File: src/rtl/laplace_edge_stencil_3x3_defines.svh
// Assertion helpers used by the stencil RTL.
// Each use expects i_clk and i_rst_n in the enclosing module.
`ifndef LAPLACE_EDGE_STENCIL_3X3_DEFINES_SVH
`define LAPLACE_EDGE_STENCIL_3X3_DEFINES_SVH

// same-cycle implication
`define LES_ASSERT_IMP(lbl, ante, cons, msg) \
    lbl: assert property (@(posedge i_clk) disable iff (!i_rst_n) (ante) |-> (cons)) \
        else $error(msg);

// next-cycle implication
`define LES_ASSERT_NXT(lbl, ante, cons, msg) \
    lbl: assert property (@(posedge i_clk) disable iff (!i_rst_n) (ante) |=> (cons)) \
        else $error(msg);

`endif

File: src/rtl/les_pkg.sv
package les_pkg;

    localparam int MAX_WIDTH     = 2048;
    localparam int PIXEL_BITS    = 8;
    localparam int COL_BITS      = $clog2(MAX_WIDTH);
    localparam int WEFF_BITS     = COL_BITS + 1;
    localparam int CFG_W_BITS    = 12;
    localparam int ROW_BITS      = 16;
    localparam int SUM_BITS      = PIXEL_BITS + 5;
    localparam int CFG_ADDR_BITS = 2;
    localparam int CFG_DATA_BITS = 16;

    localparam logic [CFG_ADDR_BITS-1:0] REG_WIDTH  = 2'd0;
    localparam logic [CFG_ADDR_BITS-1:0] REG_HEIGHT = 2'd1;
    localparam logic [CFG_ADDR_BITS-1:0] REG_KMODE  = 2'd2;

    localparam logic KMODE_FOUR  = 1'b0;
    localparam logic KMODE_EIGHT = 1'b1;

    localparam logic [CFG_W_BITS-1:0] RST_WIDTH  = 12'd512;
    localparam logic [ROW_BITS-1:0]   RST_HEIGHT = 16'd512;

    typedef logic [PIXEL_BITS-1:0] t_pix;

    // per-item position info, decided when the item is taken in
    typedef struct packed {
        logic primed;  // item produces a result
        logic last;    // that result closes the frame
        logic top;     // result pixel is on the first row
        logic bot;     // result pixel is on the last row
        logic left;    // first column
        logic right;   // last column
    } t_pos;

endpackage

File: src/rtl/les_frame_ctrl.sv
`include "laplace_edge_stencil_3x3_defines.svh"

module les_frame_ctrl (
    input  logic                             i_clk,
    input  logic                             i_rst_n,
    input  logic                             i_accept,
    input  logic [les_pkg::CFG_W_BITS-1:0]   i_cfg_width,
    input  logic [les_pkg::ROW_BITS-1:0]     i_cfg_height,
    output logic [les_pkg::COL_BITS-1:0]     o_col,
    output les_pkg::t_pos                    o_pos
);
    import les_pkg::*;

    logic [COL_BITS-1:0]  r_in_col, n_in_col;
    logic [ROW_BITS-1:0]  r_in_row, n_in_row;
    logic [COL_BITS-1:0]  r_out_col, n_out_col;
    logic [ROW_BITS-1:0]  r_out_row, n_out_row;

    logic [WEFF_BITS-1:0] w_weff;
    logic [ROW_BITS-1:0]  w_heff;
    logic                 w_in_end;
    logic                 w_out_col_end;
    logic                 w_out_row_end;
    logic                 w_primed;
    logic                 w_last;

    always_comb begin
        if (i_cfg_width == '0) begin
            w_weff = WEFF_BITS'(1);
        end else if (32'(i_cfg_width) > 32'(MAX_WIDTH)) begin
            w_weff = WEFF_BITS'(MAX_WIDTH);
        end else begin
            w_weff = WEFF_BITS'(i_cfg_width);
        end
        w_heff = (i_cfg_height == '0) ? ROW_BITS'(1) : i_cfg_height;
    end

    assign w_in_end      = ({1'b0, r_in_col} + WEFF_BITS'(1)) >= w_weff;
    assign w_out_col_end = ({1'b0, r_out_col} + WEFF_BITS'(1)) >= w_weff;
    assign w_out_row_end = ({1'b0, r_out_row} + (ROW_BITS+1)'(1)) >= {1'b0, w_heff};
    assign w_primed      = (r_in_row >= ROW_BITS'(2))
                        || ((r_in_row == ROW_BITS'(1)) && (r_in_col != '0));
    assign w_last        = w_out_row_end && w_out_col_end;

    always_comb begin
        n_in_col  = r_in_col;
        n_in_row  = r_in_row;
        n_out_col = r_out_col;
        n_out_row = r_out_row;
        if (i_accept) begin
            if (w_primed && w_last) begin
                n_in_col  = '0;
                n_in_row  = '0;
                n_out_col = '0;
                n_out_row = '0;
            end else begin
                if (w_in_end) begin
                    n_in_col = '0;
                    if (r_in_row != '1) begin
                        n_in_row = r_in_row + ROW_BITS'(1);
                    end
                end else begin
                    n_in_col = r_in_col + COL_BITS'(1);
                end
                if (w_primed) begin
                    if (w_out_col_end) begin
                        n_out_col = '0;
                        n_out_row = r_out_row + ROW_BITS'(1);
                    end else begin
                        n_out_col = r_out_col + COL_BITS'(1);
                    end
                end
            end
        end
    end

    always_ff @(posedge i_clk) begin
        if (!i_rst_n) begin
            r_in_col  <= '0;
            r_in_row  <= '0;
            r_out_col <= '0;
            r_out_row <= '0;
        end else begin
            r_in_col  <= n_in_col;
            r_in_row  <= n_in_row;
            r_out_col <= n_out_col;
            r_out_row <= n_out_row;
        end
    end

    assign o_col        = r_in_col;
    assign o_pos.primed = w_primed;
    assign o_pos.last   = w_last;
    assign o_pos.top    = (r_out_row == '0);
    assign o_pos.bot    = w_out_row_end;
    assign o_pos.left   = (r_out_col == '0);
    assign o_pos.right  = w_out_col_end;

    `LES_ASSERT_NXT(a_frame_wrap, i_accept && w_primed && w_last,
        (r_in_col == '0) && (r_in_row == '0) && (r_out_col == '0) && (r_out_row == '0),
        "counters not cleared after final result")
    `LES_ASSERT_IMP(a_out_idle_unprimed, !w_primed,
        (r_out_col == '0) && (r_out_row == '0),
        "output position moved before window filled")
    `LES_ASSERT_NXT(a_row_sat, (r_in_row == '1) && i_accept && !(w_primed && w_last),
        r_in_row == '1,
        "input row counter wrapped")

endmodule

File: config.mk
export PLATFORM = sky130hd
export DESIGN_NAME = les_frame_ctrl
export DESIGN_NICKNAME = d
export VERILOG_FILES = /design/src/rtl/les_pkg.sv /design/src/rtl/les_frame_ctrl.sv
export VERILOG_INCLUDE_DIRS = /design/src /design/src/rtl
export SDC_FILE = /design/constraint.sdc
export NUM_CORES = 1
export LEC_CHECK = 0
export ABC_AREA = 0
export ABC_CLOCK_PERIOD_IN_PS = 4500
export BUFFER_PORTS_ARGS = -buffer_cell sky130_fd_sc_hd__buf_2
export CAP_MARGIN = 25
export CORE_ASPECT_RATIO = 0.7
export CORE_MARGIN = 2
export CORE_UTILIZATION = 25
export DETAILED_ROUTE_END_ITERATION = 7
export SYNTH_ARGS = -nofsm -noshare
export SYNTH_HDL_FRONTEND = slang
export SYNTH_SLANG_ARGS = --single-unit
File: constraint.sdc
create_clock -name i_clk -period 4.5 [get_ports i_clk]
set_input_delay 0 -clock i_clk [delete_from_list [all_inputs] [get_ports i_clk]]
set_output_delay 0 -clock i_clk [all_outputs]
set_load 0.02 [all_outputs]
Word level (Yosys, flattened, before mapping)
Cells that the tools add are included.
W data, S select, Z words.
{"block": "classes", "add_sub_neg": 7, "order_cmp": 5, "n_eq_ne": 2, "muxes": 14, "n_reduce_logical": 16}
{"op": "$mux W16", "n": 7}
{"op": "$mux W11", "n": 5}
{"op": "$add A16 B1 Y16 const B", "n": 2}
{"op": "$logic_not A16 Y1", "n": 2}
{"op": "$add A11 B1 Y12 const B", "n": 2}
{"op": "$ge A12 B12 Y1", "n": 2}
{"op": "$mux W12", "n": 2}
{"op": "$add A11 B1 Y11 const B", "n": 2}
{"op": "$add A16 B1 Y17 const B", "n": 1}
{"op": "$ge A17 B16 Y1", "n": 1}
{"op": "$eq A16 B1 Y1 const B", "n": 1}
{"op": "$ge A16 B2 Y1 const B", "n": 1}
{"op": "$ne A16 B16 Y1 const B", "n": 1}
{"op": "$gt A12 B12 Y1 const B", "n": 1}
{"op": "$logic_not A12 Y1", "n": 1}
{"op": "$logic_not A11 Y1", "n": 1}
{"op": "$reduce_bool A11 Y1", "n": 1}
{"op": "$reduce_bool A2 Y1", "n": 4}
{"op": "$reduce_and A3 Y1", "n": 2}
{"op": "$logic_and A1 B1 Y1", "n": 3}
{"op": "$reduce_and A2 Y1", "n": 1}
{"op": "$logic_or A1 B1 Y1", "n": 1}
{"block": "word_totals", "reg_bits": 54, "in_bits": 31, "word_cells": 48}

Depth between registers and ports, before layout
{"block": "depth", "word_depth": 8, "mapped_depth": 18, "mapped_depth_nobuf": 16}

Worst setup path after synthesis
OpenSTA, ideal clock, no wires.
{"block": "synth_timing", "path_kind": "reg2reg", "start": "register r_out_col[0]", "end": "register r_in_row[9]", "arrival_time_ns": 3.240, "setup_slack_ns": 1.173, "path_stages_with_launch": 17, "path_cell_list": "dfxtp_1 > ha_1 > and3_1 > and3_2 > and3_1 > nand3_1 > xnor2_1 > ha_1 > and3_1 > a221o_1 > a21oi_1 > and3_4 > inv_4 > a31oi_2 > buf_2 > nand3_1 > o31ai_1"}
{"block": "synth_via", "elab_chain_cells": 6, "elab_cells_between_ends": 8, "classes_between": "add/sub (1); order compare (1); mux (1); reduce/logical (5)"}
{"item": "start, declared", "line": "les_frame_ctrl.sv:16", "text": "logic [COL_BITS-1:0] r_out_col, n_out_col;"}
{"item": "start signal, assigned", "line": "les_frame_ctrl.sv:86", "text": "r_out_col <= n_out_col;"}
{"item": "$add A11 B1 Y12 *", "line": "les_frame_ctrl.sv:39", "text": "assign w_out_col_end = ({1'b0, r_out_col} + WEFF_BITS'(1)) >= w_weff;"}
{"item": "$ge A12 B12 Y1 *", "line": "les_frame_ctrl.sv:39"}
{"item": "named net w_out_col_end", "line": "les_frame_ctrl.sv:22", "text": "logic w_out_col_end;"}
{"item": "$logic_and A1 B1 Y1 *", "line": "les_frame_ctrl.sv:43", "text": "assign w_last = w_out_row_end && w_out_col_end;"}
{"item": "$logic_and A1 B1 Y1 *", "line": "les_frame_ctrl.sv:51", "text": "if (w_primed && w_last) begin"}
{"item": "$reduce_bool A2 Y1 (no source line)"}
{"item": "$reduce_and A3 Y1 (no source line)"}
{"item": "end signal, assigned", "line": "les_frame_ctrl.sv:85", "text": "r_in_row <= n_in_row;"}
{"item": "end, declared", "line": "les_frame_ctrl.sv:15", "text": "logic [ROW_BITS-1:0] r_in_row, n_in_row;"}
Mark *: on every way through the listed nets, which the timed path passes. The rest lies on a longest branch.
A chain may end at the register's enable or synchronous reset.

Worst setup path after layout
{"block": "layout_timing", "start": "register r_out_row[0]", "end": "register r_in_row[2]"}
{"block": "layout_via", "elab_chain_cells": 6, "elab_cells_between_ends": 8, "classes_between": "add/sub (1); order compare (1); mux (1); reduce/logical (5)"}
{"item": "start, declared", "line": "les_frame_ctrl.sv:17", "text": "logic [ROW_BITS-1:0] r_out_row, n_out_row;"}
{"item": "start signal, assigned", "line": "les_frame_ctrl.sv:87", "text": "r_out_row <= n_out_row;"}
{"item": "$add A16 B1 Y17 *", "line": "les_frame_ctrl.sv:40", "text": "assign w_out_row_end = ({1'b0, r_out_row} + (ROW_BITS+1)'(1)) >= {1'b0, w_heff};"}
{"item": "$ge A17 B16 Y1 *", "line": "les_frame_ctrl.sv:40"}
{"item": "$logic_and A1 B1 Y1 *", "line": "les_frame_ctrl.sv:43"}
{"item": "$logic_and A1 B1 Y1 *", "line": "les_frame_ctrl.sv:51"}
{"item": "$reduce_bool A2 Y1 (no source line)"}
{"item": "$reduce_and A3 Y1 (no source line)"}
Every way passes the cells marked *; elsewhere a longest branch is shown, timed or not.

==> impl_metrics.tcl <==
set metrics [dict create \
    portBuffers 47 \
    synth_top_family_by_area "simple AND/OR/NAND/NOR gates" \
    die-area_sq_um 17600 \
    cp.arrival_ns 4.21 \
    grtUsageTotal_pct 11.91 \
    initial_utilization_pct 25.45 \
    drive_gt1_share_pct 14.34 \
    dieWidth_um 157.7 \
    routed_wl_um 9972 \
    drtPass1Iterations 5 \
    min_from "i_accept" \
    final_area_sq_um 4706 \
    required_ns 4.68 \
    syn_area_per_cell_sq_um 8.140 \
    whs_endpoint "o_col[6]" \
    synth-main-ff-cell "dfxtp_1" \
    syn_area_sq_um 4135 \
    ir_worst_vdd_uv 115.9 \
    htree_levels 2 \
    final.min_clock_period_ns 4.029 \
    ys_ff_latch 54 \
    grt_max_degree 26 \
    grt_pass1_vias 3333 \
    cts_tree "done" \
    synth_edf_count 0 \
    rsz0062_at_grt "false" \
    area_delta_synth_final_pct 13.80 \
    grt_antenna_before_repair 0 \
    setup_viol 0 \
    syn_nets 586 \
    gp_congestion 0.8108 \
    reg2reg_slack_ns 0.47 \
    crit_path_start_kind "register" \
    max_slew_margin_pct 36.73 \
    detail-route-antenna-nets 0 \
    vias 3660 \
    post_drt_wl_per_cell_um 12.97 \
    synth-xor-area-share_pct 9.319 \
    clock_latency_ns 0.30 \
    hold_depth 2 \
    cts_buffers 5 \
    fmax_ghz 0.2482 \
    reg2reg_to "r_in_row[2]" \
    io_pins 48 \
    status "complete, no violations" \
    yosysWarnings 0 \
    die_y_um 111.6 \
    reg2reg_from "r_out_row[0]" \
    synth_compound_area_share_pct 15.89 \
    cts-root-buf "clkbuf_16" \
    syn_inst 508 \
    critPathMaxFanout 16 \
    final.period_utilization_pct 89.52 \
    worst_pin_slew_ns 0.9480 \
    seqCellArea_sq_um 1081 \
    fp-row-count 39 \
    maxCapViolCount 0 \
    hold_viol_final 0 \
    via_per_inst 4.759 \
    drt_first_iter_violations 246 \
    yosys.area_share.adder_pct 14.22 \
    postCtsSetupBuffers 0 \
    synthSimpleGateAreaFrac_pct 28.26 \
    grt_pass1_wl_um 16970 \
    n_antenna_cell 0 \
    place_hpwl_um 7816 \
    fin_nets 621 \
    drc 0 \
    clockBufferDepth 2 \
    hp-class "in2reg" \
    synth.area.mux_share_pct 0 \
    finalSetupTns_ns 0 \
    coreArea_sq_um 16250 \
    synthArstFlopShare_pct 0 \
    grt_remaining_overflow 0 \
    ys_types 59 \
    critPathCaptureType "register" \
    synth_seq_area_share_pct 26.14 \
    powerDensity_nw_per_um2 217.2 \
    hold_buffers 0 \
    multiInputGateArea_sq_um 2808 \
    slew_viol_final 0 \
    p_leak_nw 2.010 \
    placed_area_sq_um 4531 \
    path_class "reg2reg" \
    fin_skew_ns 0.007893 \
    clock-sinks 54 \
    rr_worst_depth 14 \
    clk_pin_slew_ns 0.07 \
    nFillCells 1744 \
]
critical path, stage by stage (launching register included):
cell      delay [ns]
dfxtp_1         0.43
and3_1          0.24
nand2_1         0.08
nor2_1          0.32
nand3_1         0.27
xnor2_1         0.20
ha_1            0.29
and4_1          0.20
nand4_1         0.14
a2111o_1        0.42
and3_1          0.27
inv_2           0.38
nand3_4         0.23
nand2_2         0.31
o31ai_1         0.12
timing repair:
| action | 4_1_cts | 5_1_grt |
|---|---|---|
| endpoints found under the setup margin | 0 | 3 |
| endpoints found under the hold margin | 0 | 0 |
| gates resized for setup | 0 | 1 |
synth_stat cells (all sizes together) (3+ instances only):
library cell | count | area, sq um
nand2 | 53 | 203.9
nand3 | 31 | 167.7
o21a | 3 | 22.52
inv | 31 | 118.9
a211oi | 3 | 22.52
buf | 14 | 106.4
o211ai | 3 | 22.52
o21ai | 11 | 55.05
dfxtp | 54 | 1081
nor2 | 50 | 197.7
ha | 47 | 588.1
and4 | 4 | 35.03
a21oi | 31 | 166.4
nor4 | 16 | 100.1
and2 | 5 | 31.28
xor2 | 27 | 236.5
clkbuf | 6 | 22.52
xnor2 | 17 | 148.9
nor3b | 9 | 107.6
a31oi | 3 | 25.02
a21o | 7 | 52.55
o31ai | 13 | 107.6
a32oi | 6 | 52.55
nand4 | 11 | 83.83
nor2b | 4 | 25.02
and3 | 19 | 125.1
nor3 | 6 | 30.03
worst max path at each step:
stage | startpoint | endpoint | slack [ns]
3_5_place_dp | r_out_row[0] | r_in_row[7] | 0.49
3_3_place_gp | r_out_row[2] | r_in_row[4] | 0.50
6_report | r_out_row[0] | r_in_row[2] | 0.47
2_1_floorplan | r_out_col[0] | r_in_row[9] | 1.17
5_1_grt | r_out_row[0] | r_in_row[4] | 0.09
4_1_cts | r_out_row[0] | r_in_row[2] | 0.44
state kept, by name, indices dropped and copies added (netlist names):
signal     cells
r_in_row      16
o_col         11
r_out_col     11
r_out_row     16
kinds of logic (layout without fill, tap and decap cells):
group,after synthesis,after routing
and+or+nand+nor,216,216
buffers and inverters,53,89
adders and majority gates,47,47
AOI/OAI and AO/OA,94,94
xor gates and xnor gates,44,44
DFF,54,54
per-stage QoR:
| stage | util [%] | hold WS, ns | setup WS, ns | power [mW] | std cells |
|---|---|---|---|---|---|
| after floorplan | - | 0.1443 | 1.173 | 0.5503 | 508 |
| after global placement | 27.88 | 0.3572 | 0.4957 | 0.5844 | 761 |
| after detailed placement | 27.88 | 0.3578 | 0.4894 | 0.5847 | 761 |
| after CTS | 28.91 | 0.03221 | 0.4377 | 1.039 | 769 |
| after global routing | 28.96 | 0.05458 | 0.08685 | 1.071 | 769 |
| final | 28.96 | 0.04116 | 0.4714 | 1.022 | 769 |
power breakdown:
group | leakage [nW] | switching, mW | internal (mW) | total (mW)
Clock | 0.0771 | 0.184 | 0.263 | 0.447
Combinational | 1.50 | 0.0583 | 0.0338 | 0.0921
Sequential | 0.435 | 0.00322 | 0.479 | 0.483
per-layer routing:
layer	GRT usage (%)	up-vias	share of wire (%)
met5	0	-	0
met4	2.364	0	0.90
met3	2.413	10	6.4
met2	15.68	100	37
met1	19.37	1654	56
li1	-	1896	-
layout by cell type (no fill, tap or decap), types with 3 or more instances in the layout:
| cell | synthesis | routed |
|---|---|---|
| nor3_1 | 6 | 6 |
| dfxtp_1 | 54 | 54 |
| nor4_1 | 16 | 16 |
| o211ai_1 | 3 | 3 |
| o21ai_0 | 9 | 9 |
| nand4_1 | 10 | 10 |
| xnor2_1 | 17 | 17 |
| xor2_1 | 27 | 27 |
| ha_1 | 47 | 47 |
| nor3b_2 | 8 | 8 |
| a32oi_1 | 6 | 6 |
| nor2_1 | 48 | 48 |
| inv_1 | 29 | 29 |
| and2_1 | 5 | 5 |
| a211oi_1 | 3 | 3 |
| nor2b_1 | 4 | 4 |
| buf_2 | 4 | 47 |
| a21oi_1 | 30 | 30 |
| nand2_1 | 51 | 51 |
| and4_1 | 4 | 4 |
| a21o_1 | 7 | 7 |
| and3_1 | 17 | 17 |
| o31ai_1 | 11 | 11 |
| o21a_1 | 3 | 3 |
| clkbuf_16 | 0 | 5 |
| nand3_1 | 30 | 30 |
area by class of cell:
class / instances / area share [%]
clock buffers: 6 / 2.739
clock inverters: 2 / 0.7977
inverters: 33 / 2.685
multi-input cells: 401 / 59.66
flip-flops and latches: 54 / 22.97
well taps: 225 / 5.982
repair buffers: 48 / 5.158
Power figures use the tool's default switching activity.
