--- config.mk ---
export PLATFORM = sky130hd
export DESIGN_NAME = les_window
export DESIGN_NICKNAME = d
export VERILOG_FILES = /design/src/rtl/laplace_edge_stencil_3x3_defines.svh /design/src/rtl/les_pkg.sv /design/src/rtl/les_window.sv
export SDC_FILE = /design/constraint.sdc
export NUM_CORES = 1
export LEC_CHECK = 0
export BUFFER_PORTS_ARGS = -buffer_cell sky130_fd_sc_hd__buf_2
export CAP_MARGIN = 40
export CORE_MARGIN = 3
export CORE_UTILIZATION = 62
export CTS_CLUSTER_DIAMETER = 40
export DETAILED_ROUTE_END_ITERATION = 8
export GPL_TIMING_DRIVEN = 0
export PLACE_DENSITY_LB_ADDON = 0.15
export RECOVER_POWER = 25
export SLEW_MARGIN = 40
export SYNTH_ARGS = -nofsm -noshare
export SYNTH_HDL_FRONTEND = slang
export SYNTH_SLANG_ARGS = --single-unit
--- constraint.sdc ---
create_clock -name i_clk -period 12.4 [get_ports i_clk]
set_input_delay 2.48 -clock i_clk [delete_from_list [all_inputs] [get_ports i_clk]]
set_output_delay 2.48 -clock i_clk [all_outputs]
set_load 0.01 [all_outputs]
--- src/rtl/laplace_edge_stencil_3x3_defines.svh ---
// Assertion helpers used by the stencil RTL.
// Each use expects i_clk and i_rst_n in the enclosing module.
`ifndef LAPLACE_EDGE_STENCIL_3X3_DEFINES_SVH
`define LAPLACE_EDGE_STENCIL_3X3_DEFINES_SVH

// same-cycle implication
`define LES_ASSERT_IMP(lbl, ante, cons, msg) \
    lbl: assert property (@(posedge i_clk) disable iff (!i_rst_n) (ante) |-> (cons)) \
        else $error(msg);

// next-cycle implication
`define LES_ASSERT_NXT(lbl, ante, cons, msg) \
    lbl: assert property (@(posedge i_clk) disable iff (!i_rst_n) (ante) |=> (cons)) \
        else $error(msg);

`endif

--- src/rtl/les_pkg.sv ---
package les_pkg;

    localparam int MAX_WIDTH     = 2048;
    localparam int PIXEL_BITS    = 8;
    localparam int COL_BITS      = $clog2(MAX_WIDTH);
    localparam int WEFF_BITS     = COL_BITS + 1;
    localparam int CFG_W_BITS    = 12;
    localparam int ROW_BITS      = 16;
    localparam int SUM_BITS      = PIXEL_BITS + 5;
    localparam int CFG_ADDR_BITS = 2;
    localparam int CFG_DATA_BITS = 16;

    localparam logic [CFG_ADDR_BITS-1:0] REG_WIDTH  = 2'd0;
    localparam logic [CFG_ADDR_BITS-1:0] REG_HEIGHT = 2'd1;
    localparam logic [CFG_ADDR_BITS-1:0] REG_KMODE  = 2'd2;

    localparam logic KMODE_FOUR  = 1'b0;
    localparam logic KMODE_EIGHT = 1'b1;

    localparam logic [CFG_W_BITS-1:0] RST_WIDTH  = 12'd512;
    localparam logic [ROW_BITS-1:0]   RST_HEIGHT = 16'd512;

    typedef logic [PIXEL_BITS-1:0] t_pix;

    // per-item position info, decided when the item is taken in
    typedef struct packed {
        logic primed;  // item produces a result
        logic last;    // that result closes the frame
        logic top;     // result pixel is on the first row
        logic bot;     // result pixel is on the last row
        logic left;    // first column
        logic right;   // last column
    } t_pos;

endpackage

--- src/rtl/les_window.sv ---
module les_window (
    input  logic                      i_clk,
    input  logic                      i_rst_n,
    input  logic                      i_shift,
    input  logic                      i_clear,
    input  les_pkg::t_pix             i_top,
    input  les_pkg::t_pix             i_mid,
    input  les_pkg::t_pix             i_px,
    input  les_pkg::t_pos             i_pos,
    input  logic                      i_kmode,
    output les_pkg::t_pix             o_edge
);
    import les_pkg::*;

    // entry col*3+row, col 0 oldest, row 0 top
    t_pix r_win [9];
    logic r_win_clr;
    t_pix w_base [9];

    t_pix v [3][3];
    t_pix c [3][3];
    logic signed [SUM_BITS-1:0] w_ring;
    logic signed [SUM_BITS-1:0] w_cross;
    logic signed [SUM_BITS-1:0] w_center;
    logic signed [SUM_BITS-1:0] w_sum;
    logic signed [SUM_BITS-1:0] w_mag;

    // the item after a frame end shifts into an empty window
    always_comb begin
        for (int k = 0; k < 9; k++) begin
            w_base[k] = r_win_clr ? '0 : r_win[k];
        end
    end

    always_ff @(posedge i_clk) begin
        if (!i_rst_n) begin
            for (int k = 0; k < 9; k++) begin
                r_win[k] <= '0;
            end
            r_win_clr <= 1'b0;
        end else if (i_shift) begin
            for (int k = 0; k < 6; k++) begin
                r_win[k] <= w_base[k+3];
            end
            r_win[6]  <= i_top;
            r_win[7]  <= i_mid;
            r_win[8]  <= i_px;
            r_win_clr <= i_clear;
        end
    end

    // border replication: rows first, then columns
    always_comb begin
        for (int x = 0; x < 3; x++) begin
            v[x][0] = i_pos.top ? r_win[x*3+1] : r_win[x*3];
            v[x][1] = r_win[x*3+1];
            v[x][2] = i_pos.bot ? r_win[x*3+1] : r_win[x*3+2];
        end
        for (int y = 0; y < 3; y++) begin
            c[0][y] = i_pos.left  ? v[1][y] : v[0][y];
            c[1][y] = v[1][y];
            c[2][y] = i_pos.right ? v[1][y] : v[2][y];
        end
    end

    always_comb begin
        w_cross  = $signed(SUM_BITS'(c[1][0])) + $signed(SUM_BITS'(c[1][2]))
                 + $signed(SUM_BITS'(c[0][1])) + $signed(SUM_BITS'(c[2][1]));
        w_ring   = w_cross
                 + $signed(SUM_BITS'(c[0][0])) + $signed(SUM_BITS'(c[2][0]))
                 + $signed(SUM_BITS'(c[0][2])) + $signed(SUM_BITS'(c[2][2]));
        w_center = $signed(SUM_BITS'(c[1][1]));
        unique case (i_kmode)
            KMODE_EIGHT: w_sum = w_ring - (w_center <<< 3);
            default:     w_sum = w_cross - (w_center <<< 2);
        endcase
        w_mag = (w_sum < 0) ? -w_sum : w_sum;
        if (w_mag > $signed(SUM_BITS'(255))) begin
            o_edge = '1;
        end else begin
            o_edge = w_mag[PIXEL_BITS-1:0];
        end
    end

endmodule

## Word level (Yosys, flattened, before mapping)

Memories as Yosys holds them, arrays and structs flattened.
Cells that the tools add are included.

- Add/sub/neg operators: 10
- Bitwise operators: 9
- Muxes and demuxes: 34
- Magnitude comparators: 2

Operator list:

| cell | count |
|---|---|
| 2-to-1 mux 8 bit | 28 |
| adder 13 x 9 -> 13 bit | 2 |
| 2-to-1 mux 13 bit | 2 |
| adder 12 x 8 -> 13 bit | 1 |
| > comparator 13 x 9 -> 1 bit (second input constant) | 1 |
| < comparator 13 x 1 -> 1 bit (second input constant) | 1 |
| negation 13 bit | 1 |
| subtractor 13 x 12 -> 13 bit | 1 |
| adder 11 x 8 -> 12 bit | 1 |
| subtractor 11 x 10 -> 12 bit | 1 |
| adder 10 x 8 -> 11 bit | 1 |
| adder 9 x 8 -> 10 bit | 1 |
| adder 8 x 8 -> 9 bit | 1 |
| bitwise OR 1 bit | 9 |
| 2-to-1 mux 1 bit | 4 |

- Memories: 1
- Word-level logic and storage cells: 57
- Bits in writable memories: 72
- Output and inout bits: 8
- Bits in registers: 1
- Bits of input ports: 35

Memories:

| name | words | bits a word | rd ports | clocked after Yosys merged registers in | wr ports | line | text |
|---|---|---|---|---|---|---|---|
| r_win | 9 | 8 | 9 | 0 | 9 | les_window.sv:16 | `t_pix r_win [9];` |

## Depth between registers and ports, before layout

Gate-level depths: netlist (run 1).
An unclocked memory read counts as a cell.

- Depth after elaboration: 15
- Mapped depth: 29
- Gate-level depth less buffers: 28

## Least setup slack after synthesis (run 1)

OpenSTA, ideal clock, no wires.

- Kind: input-to-output
- Start: input port i_pos[2] (netlist name)
- End: output port o_edge[2]
- Required time: 9.920 ns
- Stages on the path: 27
- Arrival time: 9.235 ns
- Path buffers: 2
- Slack: 0.685 ns
- Cells stage by stage: clkbuf_1 mux2i_1 fa_1 inv_1 fa_1 ha_1 fa_1 a21oi_1 nor2_1 nor2_1 o21bai_1 a21oi_1 xnor2_1 inv_1 fa_1 fa_1 fa_1 inv_1 ha_1 buf_2 or3_1 a31oi_1 a211oi_1 a41o_1 or4_4 a22oi_4 nand2_1

- Cells in the longest elaborated chain, start to end: 14
- Elaborated cells on any way between the ends: 20
- Those cells by class: add/sub: 10; order compare: 2; mux: 8

Ends and longest elaborated chain:

| what | line | text |
|---|---|---|
| start, declared | les_window.sv:9 | `input les_pkg::t_pos i_pos,` |
| 2-to-1 mux 8 bit | les_window.sv:57 | `v[x][2] = i_pos.bot ? r_win[x*3+1] : r_win[x*3+2];` |
| adder 8 x 8 -> 9 bit | les_window.sv:67 | `w_cross = $signed(SUM_BITS'(c[1][0])) + $signed(SUM_BITS'(c[1][2]))` |
| adder 9 x 8 -> 10 bit | les_window.sv:68 | `+ $signed(SUM_BITS'(c[0][1])) + $signed(SUM_BITS'(c[2][1]));` |
| adder 10 x 8 -> 11 bit | les_window.sv:68 |  |
| adder 11 x 8 -> 12 bit | les_window.sv:70 | `+ $signed(SUM_BITS'(c[0][0])) + $signed(SUM_BITS'(c[2][0]))` |
| adder 12 x 8 -> 13 bit | les_window.sv:70 |  |
| adder 13 x 9 -> 13 bit (2 in a row) | les_window.sv:71 | `+ $signed(SUM_BITS'(c[0][2])) + $signed(SUM_BITS'(c[2][2]));` |
| subtractor 13 x 12 -> 13 bit | les_window.sv:74 | `KMODE_EIGHT: w_sum = w_ring - (w_center <<< 3);` |
| 2-to-1 mux 13 bit (*) | les_window.sv:73 | `unique case (i_kmode)` |
| negation 13 bit or < comparator 13 x 1 -> 1 bit (tied branches) | les_window.sv:77 | `w_mag = (w_sum < 0) ? -w_sum : w_sum;` |
| 2-to-1 mux 13 bit (*) | les_window.sv:77 |  |
| > comparator 13 x 9 -> 1 bit | les_window.sv:78 | `if (w_mag > $signed(SUM_BITS'(255))) begin` |
| 2-to-1 mux 8 bit (*) | les_window.sv:78 |  |
| end, declared | les_window.sv:11 | `output les_pkg::t_pix o_edge` |

Every way passes the cells marked *; elsewhere a longest branch is shown, timed or not.

## Worst setup path after layout (run 1)

- Start: input port i_pos[0] (netlist name)
- End: output port o_edge[3]

- Cells in the longest elaborated chain, start to end: 12
- Elaborated cells on any way between the ends: 16
- Those cells by class: add/sub: 8; order compare: 2; mux: 6

Ends and longest elaborated chain:

| what | line | text |
|---|---|---|
| 2-to-1 mux 8 bit | les_window.sv:62 | `c[2][y] = i_pos.right ? v[1][y] : v[2][y];` |
| adder 10 x 8 -> 11 bit | les_window.sv:68 |  |
| adder 11 x 8 -> 12 bit | les_window.sv:70 |  |
| adder 12 x 8 -> 13 bit | les_window.sv:70 |  |
| adder 13 x 9 -> 13 bit (2 in a row) | les_window.sv:71 |  |
| subtractor 13 x 12 -> 13 bit | les_window.sv:74 |  |
| 2-to-1 mux 13 bit (*) | les_window.sv:73 |  |
| negation 13 bit or < comparator 13 x 1 -> 1 bit (tied branches) | les_window.sv:77 |  |
| 2-to-1 mux 13 bit (*) | les_window.sv:77 |  |
| > comparator 13 x 9 -> 1 bit | les_window.sv:78 |  |
| 2-to-1 mux 8 bit (*) | les_window.sv:78 |  |

Marks and branches as above.

==> results of run 1 <==
flip-flops by register name, indices dropped and copies added, names as in the netlist:
signal / cells
r_win: 72
r_win_clr: 1
layout by cell type (no fill, tap or decap), types with 3 or more instances in the layout:
master and count:
a31oi_1 3, a211oi_1 15, clkbuf_1 17, inv_1 72, o21ai_1 5, bufinv_16 3, a21oi_1 44, o211ai_1 3
o21ai_0 19, nand4_1 3, xor2_1 12, clkbuf_8 9, nor3_1 8, nand2_1 23, clkbuf_4 4, nor2b_1 15
ha_1 38, nand2b_1 7, fa_1 47, edfxtp_1 72, buf_1 3, xnor2_1 8, and2_1 42, mux2_2 20
nor2_1 33, and3_1 30, or3_1 3, o21bai_1 5, mux2i_1 34, buf_2 37
cell type report:
cell class / count / area (um2) / area share [%]
plain buffers: 28 / 136 / 1.90
clock buffers: 10 / 128 / 1.78
clock inverters: 6 / 115 / 1.60
inverters: 73 / 274 / 3.82
multi-input cells: 457 / 3970 / 55.4
flip-flops and latches: 73 / 2180 / 30.4
well taps: 133 / 166 / 2.32
repair buffers: 37 / 201 / 2.81
metrics by stage:
step | hold WS, ns | worst slack (ns) | instances | setup TNS [ns]
floorplan | 0.515 | 0.685 | 631 | 0
global placement | 0.530 | -0.197 | 799 | -1.45
detailed placement | 0.536 | -0.300 | 800 | -2.27
CTS | 0.556 | 0.0122 | 816 | 0
global route | 0.573 | -0.00859 | 817 | -0.0182
finish | 0.557 | 0.249 | 817 | 0
kinds of logic (layout without fill, tap and decap cells):
kind of cell               Yosys count  count (layout)
and+or+nand+nor                    177             177
AOI/OAI and AO/OA                  116             116
buffers and inverters              101             154
adders and majority gates           85              85
DFF                                 73              73
muxes                               58              58
xor gates and xnor gates            21              21
routing by layer:
metal  vias up  track usage, %  part of all wire (%)
met4         0            7.30                   1.5
met1      2387            36.8                    45
met3        16            5.07                   3.9
met5         -               0                     0
li1       2297               -                     -
met2        95            46.0                    49
worst paths after layout:
| path | slack, ns | endpoint | start | cells after the start |
|---|---|---|---|---|
| setup / recovery | 0.25 | o_edge[3] | i_pos[0] | 27 |
| setup reg to reg | 10.64 | r_win[2][4] | r_win_clr | 4 |
| hold / removal | 0.56 | r_win[2][10] | r_win[4][2] | 1 |
| hold reg to reg | 0.56 | r_win[2][10] | r_win[4][2] | 1 |
repair_timing:
action,4_1_cts,5_1_grt
hold endpoints to repair,0,0
hold buffers,0,0
setup endpoints to repair,8,8
pin swaps,0,1
cloned,0,0
gates resized for setup,5,22
buffers inserted,0,1
worst max-delay path: stages:
cell	delay, ns
clkbuf_4	0.21
mux2_2	0.39
fa_1	0.45
fa_1	0.47
ha_1	0.25
fa_1	0.41
a21oi_1	0.18
nor2_1	0.06
nor2_1	0.18
o21bai_1	0.13
a21oi_2	0.19
xnor2_1	0.17
inv_1	0.11
fa_1	0.57
fa_1	0.46
fa_1	0.56
inv_1	0.04
ha_1	0.30
buf_2	0.18
or3_1	0.38
a31oi_1	0.18
a211oi_1	0.11
a41o_1	0.22
or4_4	0.43
a22oi_4	0.30
nand2_1	0.10
buf_2	0.15
==> results_dict.tcl, run 1 <==
set metrics [dict create \
    finalMaxSlewViolations 39 \
    fin_crit_sh_pct 98.0 \
    drt-vias-per-instance 5.87 \
    path_class "in -> out" \
    core-area_um2 9950 \
    first_iter_violations 329 \
    drive_gt1_share_pct 14.5 \
    grt_use_total_pct 27.4 \
    synth_compound_area_share_pct 11.4 \
    synth_top_flop_cell "edfxtp_1" \
    fin_crit_ns 12.15 \
    yosys.area_share.adder_pct 21.8 \
    finalClockSkew_ns 0.00808 \
    io_pins 43 \
    critPathRequiredTime_ns 9.92 \
    grt_pass1_wl_um 24500 \
    syn_area_um2 6490 \
    synth.avg_cell_area_um2 10.3 \
    first_global_vias 4984 \
    synth_area_leaders "edfxtp_1, fa_1, ha_1" \
    rows 36 \
    fin_util_pct 72.1 \
    diodes 0 \
    initial_utilization_pct 65.2 \
    post_drt_wl_per_cell_um 18.2 \
    end_kind "output pin" \
    hp-class "reg -> reg" \
    yosys.area.top_type "edfxtp_1" \
    grt.overflow.total 0 \
    final_area_um2 7170 \
    synth_top_family_by_area "adder cells" \
    ys_warn_count 0 \
    cts_root_buffer "clkbuf_8" \
    hold_viol 0 \
    status "finished, violations left" \
    max-slew-margin-rel_pct -20.4 \
    clkLatencyLatePin_ns 0.36 \
    syn_nets 751 \
    cts.reportedPaths.clkPinSlew_ns 0.08 \
    dieWidth_um 108 \
    routed_wl_um 14900 \
    crit_fanout 10 \
    synth_xor_area_share_pct 2.83 \
    place.gp.congestion 0.831 \
    syn_to_final_growth_pct 10.6 \
    n_fill_cell 754 \
    synth-simple-area-share_pct 15.0 \
    synthTopCellsByCount "edfxtp_1, inv_1, fa_1" \
    io_buffers 35 \
    h-tree-depth 3 \
    chipHeight_um 108 \
    max_freq_ghz 0.0823 \
    drcViolationCount 0 \
    synthArstFlopShare_pct 0 \
    synth_seq_area_share_pct 33.6 \
    cts_tree "done" \
    arrival_ns 9.67 \
    ant_nets 0 \
    hpwlAfterDp_um 11600 \
    ys_seq_elements 73 \
    nets 799 \
    netlist.area_leader.share_pct 33.3 \
    maxCapViolCount 1 \
    violations "max-capacitance violations, max-slew violations" \
    placed_area_um2 6860 \
    worst_pin_slew_ns 1.81 \
    grt_start_max_net_pins 40 \
    setup.worst_path.start_class "input port" \
    cts_buffers 9 \
    setup_viol 0 \
    clock-sinks 73 \
    dieArea_um2 11700 \
    synth_mux_area_share_pct 9.33 \
    synth_edf_count 72 \
    drt_first_pass_iters 5 \
    via_count 4795 \
    syn_inst 631 \
    clockBufferDepth 2 \
    synth.distinct_cells 56 \
    antenna_found_initial 0 \
]
Power of run 1 is left out: the tool's default activity adds up to more than one toggle a clock period on the data nets, which glitch-free logic cannot reach.
==> run 2: changes to the inputs <==
--- a/config.mk
+++ b/config.mk
@@ -8,8 +8,9 @@
 export BUFFER_PORTS_ARGS = -buffer_cell sky130_fd_sc_hd__buf_2
 export CAP_MARGIN = 40
 export CORE_MARGIN = 3
-export CORE_UTILIZATION = 62
+export CORE_UTILIZATION = 67
 export CTS_CLUSTER_DIAMETER = 40
+export CTS_CLUSTER_SIZE = 8
 export DETAILED_ROUTE_END_ITERATION = 8
 export GPL_TIMING_DRIVEN = 0
 export PLACE_DENSITY_LB_ADDON = 0.15
==> constraint.sdc (replaced) <==
create_clock -name i_clk -period 15.5 [get_ports i_clk]
set_input_delay 3.1 -clock i_clk [delete_from_list [all_inputs] [get_ports i_clk]]
set_output_delay 3.1 -clock i_clk [all_outputs]
set_load 0.01 [all_outputs]
==> results_dict.tcl, run 2 (same netlist as run 1, synthesis figures left out) <==
set metrics [dict create \
    status "finished, violations left" \
    violations "max-capacitance violations, max-slew violations" \
    initial_utilization_pct 69.6 \
    drive_gt1_share_pct 12.6 \
    dieArea_um2 10900 \
    path_class "in -> out" \
    io_buffers 35 \
    ctsHoldBuffers 0 \
    holdCritStartpoint "r_win[4][2]" \
    setup.worst_path.start_class "input port" \
    seqCellArea_um2 2180 \
    fin_crit_sh_pct 89.5 \
    first_iter_violations 419 \
    cts.reportedPaths.clkPinSlew_ns 0.08 \
    cts_root_buffer "clkbuf_8" \
    rsz0062_at_grt "false" \
    fin_setup_tns_ns 0 \
    reg2regPathDepth 4 \
    timing.critical_path.mode_cell "fa_1" \
    critPathRequiredTime_ns 12.40 \
    max_stage_delay_ns 0.59 \
    r2r_start "r_win_clr" \
    crit_family "adder cells" \
    dieWidth_um 104 \
    fin_crit_ns 13.86 \
    drt_first_pass_iters 6 \
    cp-startpoint "i_pos[3]" \
    diodes 0 \
    drcViolationCount 0 \
    crit_fanout 10 \
    maxCapViolCount 1 \
    place.gp.congestion 0.873 \
    whs_path_depth 1 \
    top_regs "r_win x72, r_win_clr x1" \
    clock-sinks 73 \
    routed_wl_um 14700 \
    via_count 4856 \
    max-slew-margin-rel_pct -3.09 \
    core-area_um2 9330 \
    worst_pin_slew_ns 1.55 \
    first_global_vias 5156 \
    clockBufferDepth 2 \
    grt.overflow.total 0 \
    largest_register_ffs 72 \
    grt_use_total_pct 29.3 \
    ant_nets 0 \
    cpMaxStageDelayCell "clkbuf_1" \
    setup_viol 0 \
    antenna_found_initial 0 \
    arrival_ns 10.76 \
    max_freq_ghz 0.0721 \
    io_pins 43 \
    finalMaxSlewViolations 32 \
    multi_input_area_um2 3920 \
    finalClockSkew_ns 0.00630 \
    drt-vias-per-instance 5.98 \
    syn_to_final_growth_pct 9.20 \
    hold_viol 0 \
    post_cts_buffers 0 \
    cts_buffers 9 \
    cts_tree "done" \
    nets 798 \
    regMostFlops "r_win" \
    h-tree-depth 3 \
    grt_start_max_net_pins 42 \
    cts_resized 0 \
    rows 35 \
    post_drt_wl_per_cell_um 18.0 \
    crit_buf_inv 6 \
    grt_pass1_wl_um 25300 \
    chipHeight_um 104 \
    layout_common_cells "inv_1, edfxtp_1, fa_1" \
    hp-class "reg -> reg" \
    end_kind "output pin" \
    cp.depth 28 \
    clkLatencyLatePin_ns 0.36 \
    n_fill_cell 664 \
    hpwlAfterDp_um 11400 \
]
==> run 2: cell types whose count changed in the layout (fill, tap and decap cells not counted), sizes merged <==
cell,change
clkbuf,-2
clkinv,+2
clkinvlp,-1
==> run 2: routing by layer <==
metal  global-route usage [%]  vias up  share of wire (%)
li1                         -     2294                  -
met1                     39.6     2375                 43
met2                     48.2      151                 49
met3                     4.78       36                4.8
met4                     10.5        0                2.6
met5                        0        -                  0
==> run 2: area by class of cell <==
type / instances / area share, %
Multi-Input combinational cell: 457 / 55.3
Inverter: 73 / 3.87
Clock inverter: 7 / 1.64
Clock buffer: 9 / 1.75
Tap cell: 129 / 2.28
Buffer: 28 / 1.66
Timing Repair Buffer: 36 / 2.74
Sequential cell: 73 / 30.8
==> run 2: worst register-to-register path, cell delays in order, from the launching register on <==
cell and delay [ns]:
dfxtp_1 0.32, clkbuf_1 0.48, nor2_1 0.20, clkbuf_1 0.30, and2_1 0.26
==> run 2: worst paths after layout <==
path	to	slack [ns]
setup / recovery	o_edge[2]	1.64
hold reg to reg	r_win[2][10]	0.56
hold / removal	r_win[2][10]	0.56
setup reg to reg	r_win[2][2]	13.69
==> run 2: per-stage QoR <==
stage / std cells / hold slack [ns] / setup WS (ns) / area (um2) / utilization, %
6_report: 812 / 0.560 / 1.64 / 7090 / 76.0
3_3_place_gp: 795 / 0.530 / 1.70 / 6830 / 73.2
3_5_place_dp: 796 / 0.539 / 1.60 / 6850 / 73.5
4_1_cts: 812 / 0.557 / 1.54 / 7090 / 76.0
5_1_grt: 812 / 0.580 / 1.25 / 7090 / 76.0
2_1_floorplan: 631 / 0.515 / 2.55 / 6490 / -
Power of run 2 is left out for the same reason.
==> run 3: changes to the inputs <==
--- a/config.mk
+++ b/config.mk
@@ -7,7 +7,6 @@
 export LEC_CHECK = 0
 export BUFFER_PORTS_ARGS = -buffer_cell sky130_fd_sc_hd__buf_2
 export CAP_MARGIN = 40
-export CORE_MARGIN = 3
 export CORE_UTILIZATION = 67
 export CTS_CLUSTER_DIAMETER = 40
 export CTS_CLUSTER_SIZE = 8
@@ -15,6 +14,7 @@
 export GPL_TIMING_DRIVEN = 0
 export PLACE_DENSITY_LB_ADDON = 0.15
 export RECOVER_POWER = 25
+export SETUP_SLACK_MARGIN = 0.02
 export SLEW_MARGIN = 40
 export SYNTH_ARGS = -nofsm -noshare
 export SYNTH_HDL_FRONTEND = slang
==> results_dict.tcl, run 3 (same netlist as run 1, synthesis figures left out) <==
set metrics [dict create \
    io_buffers 35 \
    ctsHoldBuffers 0 \
    first_iter_violations 348 \
    setup.worst_path.start_class "input port" \
    fin_crit_ns 14.01 \
    grt_start_max_net_pins 40 \
    r2r_slack_ns 13.73 \
    largest_register_ffs 72 \
    rows 35 \
    hp-class "reg -> reg" \
    timing.critical_path.mode_cell "fa_1" \
    cts_buffers 9 \
    fin_setup_tns_ns 0 \
    top_regs "r_win x72, r_win_clr x1" \
    post_cts_buffers 0 \
    post_drt_wl_per_cell_um 18.2 \
    cpMaxStageDelayCell "clkbuf_1" \
    hold_viol 0 \
    grt.overflow.total 0 \
    grt_pass1_wl_um 24700 \
    first_global_vias 5283 \
    io_pins 43 \
    rsz0062_at_grt "false" \
    routed_wl_um 14800 \
    n_fill_cell 677 \
    setup_viol 0 \
    drcViolationCount 0 \
    diodes 0 \
    cts_root_buffer "clkbuf_8" \
    regMostFlops "r_win" \
    layout_common_cells "inv_1, edfxtp_1, fa_1" \
    status "finished, violations left" \
    nets 798 \
    end_kind "output pin" \
    drive_gt1_share_pct 12.6 \
    max_freq_ghz 0.0714 \
    ant_nets 0 \
    reg2reg_to "r_win[0][5]" \
    reg2regPathDepth 4 \
    path_class "in -> out" \
    critPathRequiredTime_ns 12.40 \
    crit_fanout 10 \
    max_stage_delay_ns 0.57 \
    cp-startpoint "i_pos[2]" \
    dieArea_um2 10100 \
    cts_resized 0 \
    dieWidth_um 100 \
    fin_crit_sh_pct 90.4 \
    drt-vias-per-instance 6.07 \
    r2r_start "r_win_clr" \
    clockBufferDepth 2 \
    grt_use_total_pct 32.5 \
    antenna_found_initial 0 \
    maxCapViolCount 1 \
    finalMaxSlewViolations 34 \
    clock-sinks 73 \
    chipHeight_um 100 \
    h-tree-depth 3 \
    arrival_ns 10.91 \
    cts_tree "done" \
    core-area_um2 9330 \
    worst_pin_slew_ns 1.65 \
    max-slew-margin-rel_pct -9.69 \
    drt_first_pass_iters 5 \
    hpwlAfterDp_um 11500 \
    finalClockSkew_ns 0.00890 \
    place.gp.congestion 0.849 \
    via_count 4932 \
    cts.reportedPaths.clkPinSlew_ns 0.08 \
    clkLatencyLatePin_ns 0.36 \
    endpoint "o_edge[1]" \
    violations "max-capacitance violations, max-slew violations" \
    initial_utilization_pct 69.6 \
    syn_to_final_growth_pct 8.29 \
]
## run 3: layout make-up
cell class,instances,area (um2),share of cell area (%)
Clock buffer,9,124,1.76
Sequential cell,73,2180,31.1
Clock inverter,7,58.8,0.837
Inverter,73,274,3.90
Tap cell,129,161,2.30
Timing Repair Buffer,36,194,2.76
Buffer,28,116,1.66
Multi-Input combinational cell,457,3920,55.7
## run 3: stage by stage
step           setup slack (ns)  utilization [%]  instance area (um2)  hold slack, ns  std cells
2_1_floorplan              2.55                -                 6490           0.515        631
3_3_place_gp               1.74             73.2                 6830           0.532        795
3_5_place_dp               1.59             73.5                 6850           0.538        796
4_1_cts                    1.59             75.4                 7040           0.557        812
5_1_grt                    1.15             75.3                 7030           0.577        812
6_report                   1.49             75.3                 7030           0.551        812
## run 3: worst max-delay path: cells and delay by family
family	cells	cell delay [ns]
compound gates	8	1.47
buf+inv	6	1.14
xor+xnor	1	0.20
mux	1	0.47
fa+ha+maj	8	3.42
simple gates	4	1.09
## run 3: worst min-delay path by stage
stage	startpoint	endpoint	slack (ns)	cells past startpoint
after floorplan	r_win[3][2]	r_win[1][10]	0.52	1
after global placement	r_win[4][2]	r_win[2][10]	0.53	1
after detailed placement	r_win[4][1]	r_win[2][9]	0.54	1
after CTS	r_win[3][5]	r_win[1][13]	0.56	1
after global routing	r_win[3][5]	r_win[1][13]	0.58	1
final	r_win[3][5]	r_win[1][13]	0.55	1
## run 3: per-layer routing
layer	vias to the layer above	GRT usage (%)	wire (um)
met5	-	0	0
met4	0	11.8	333
met3	40	5.01	787
met2	176	57.2	7440
met1	2426	40.6	6200
li1	2290	-	-
Power of run 3 is left out for the same reason.
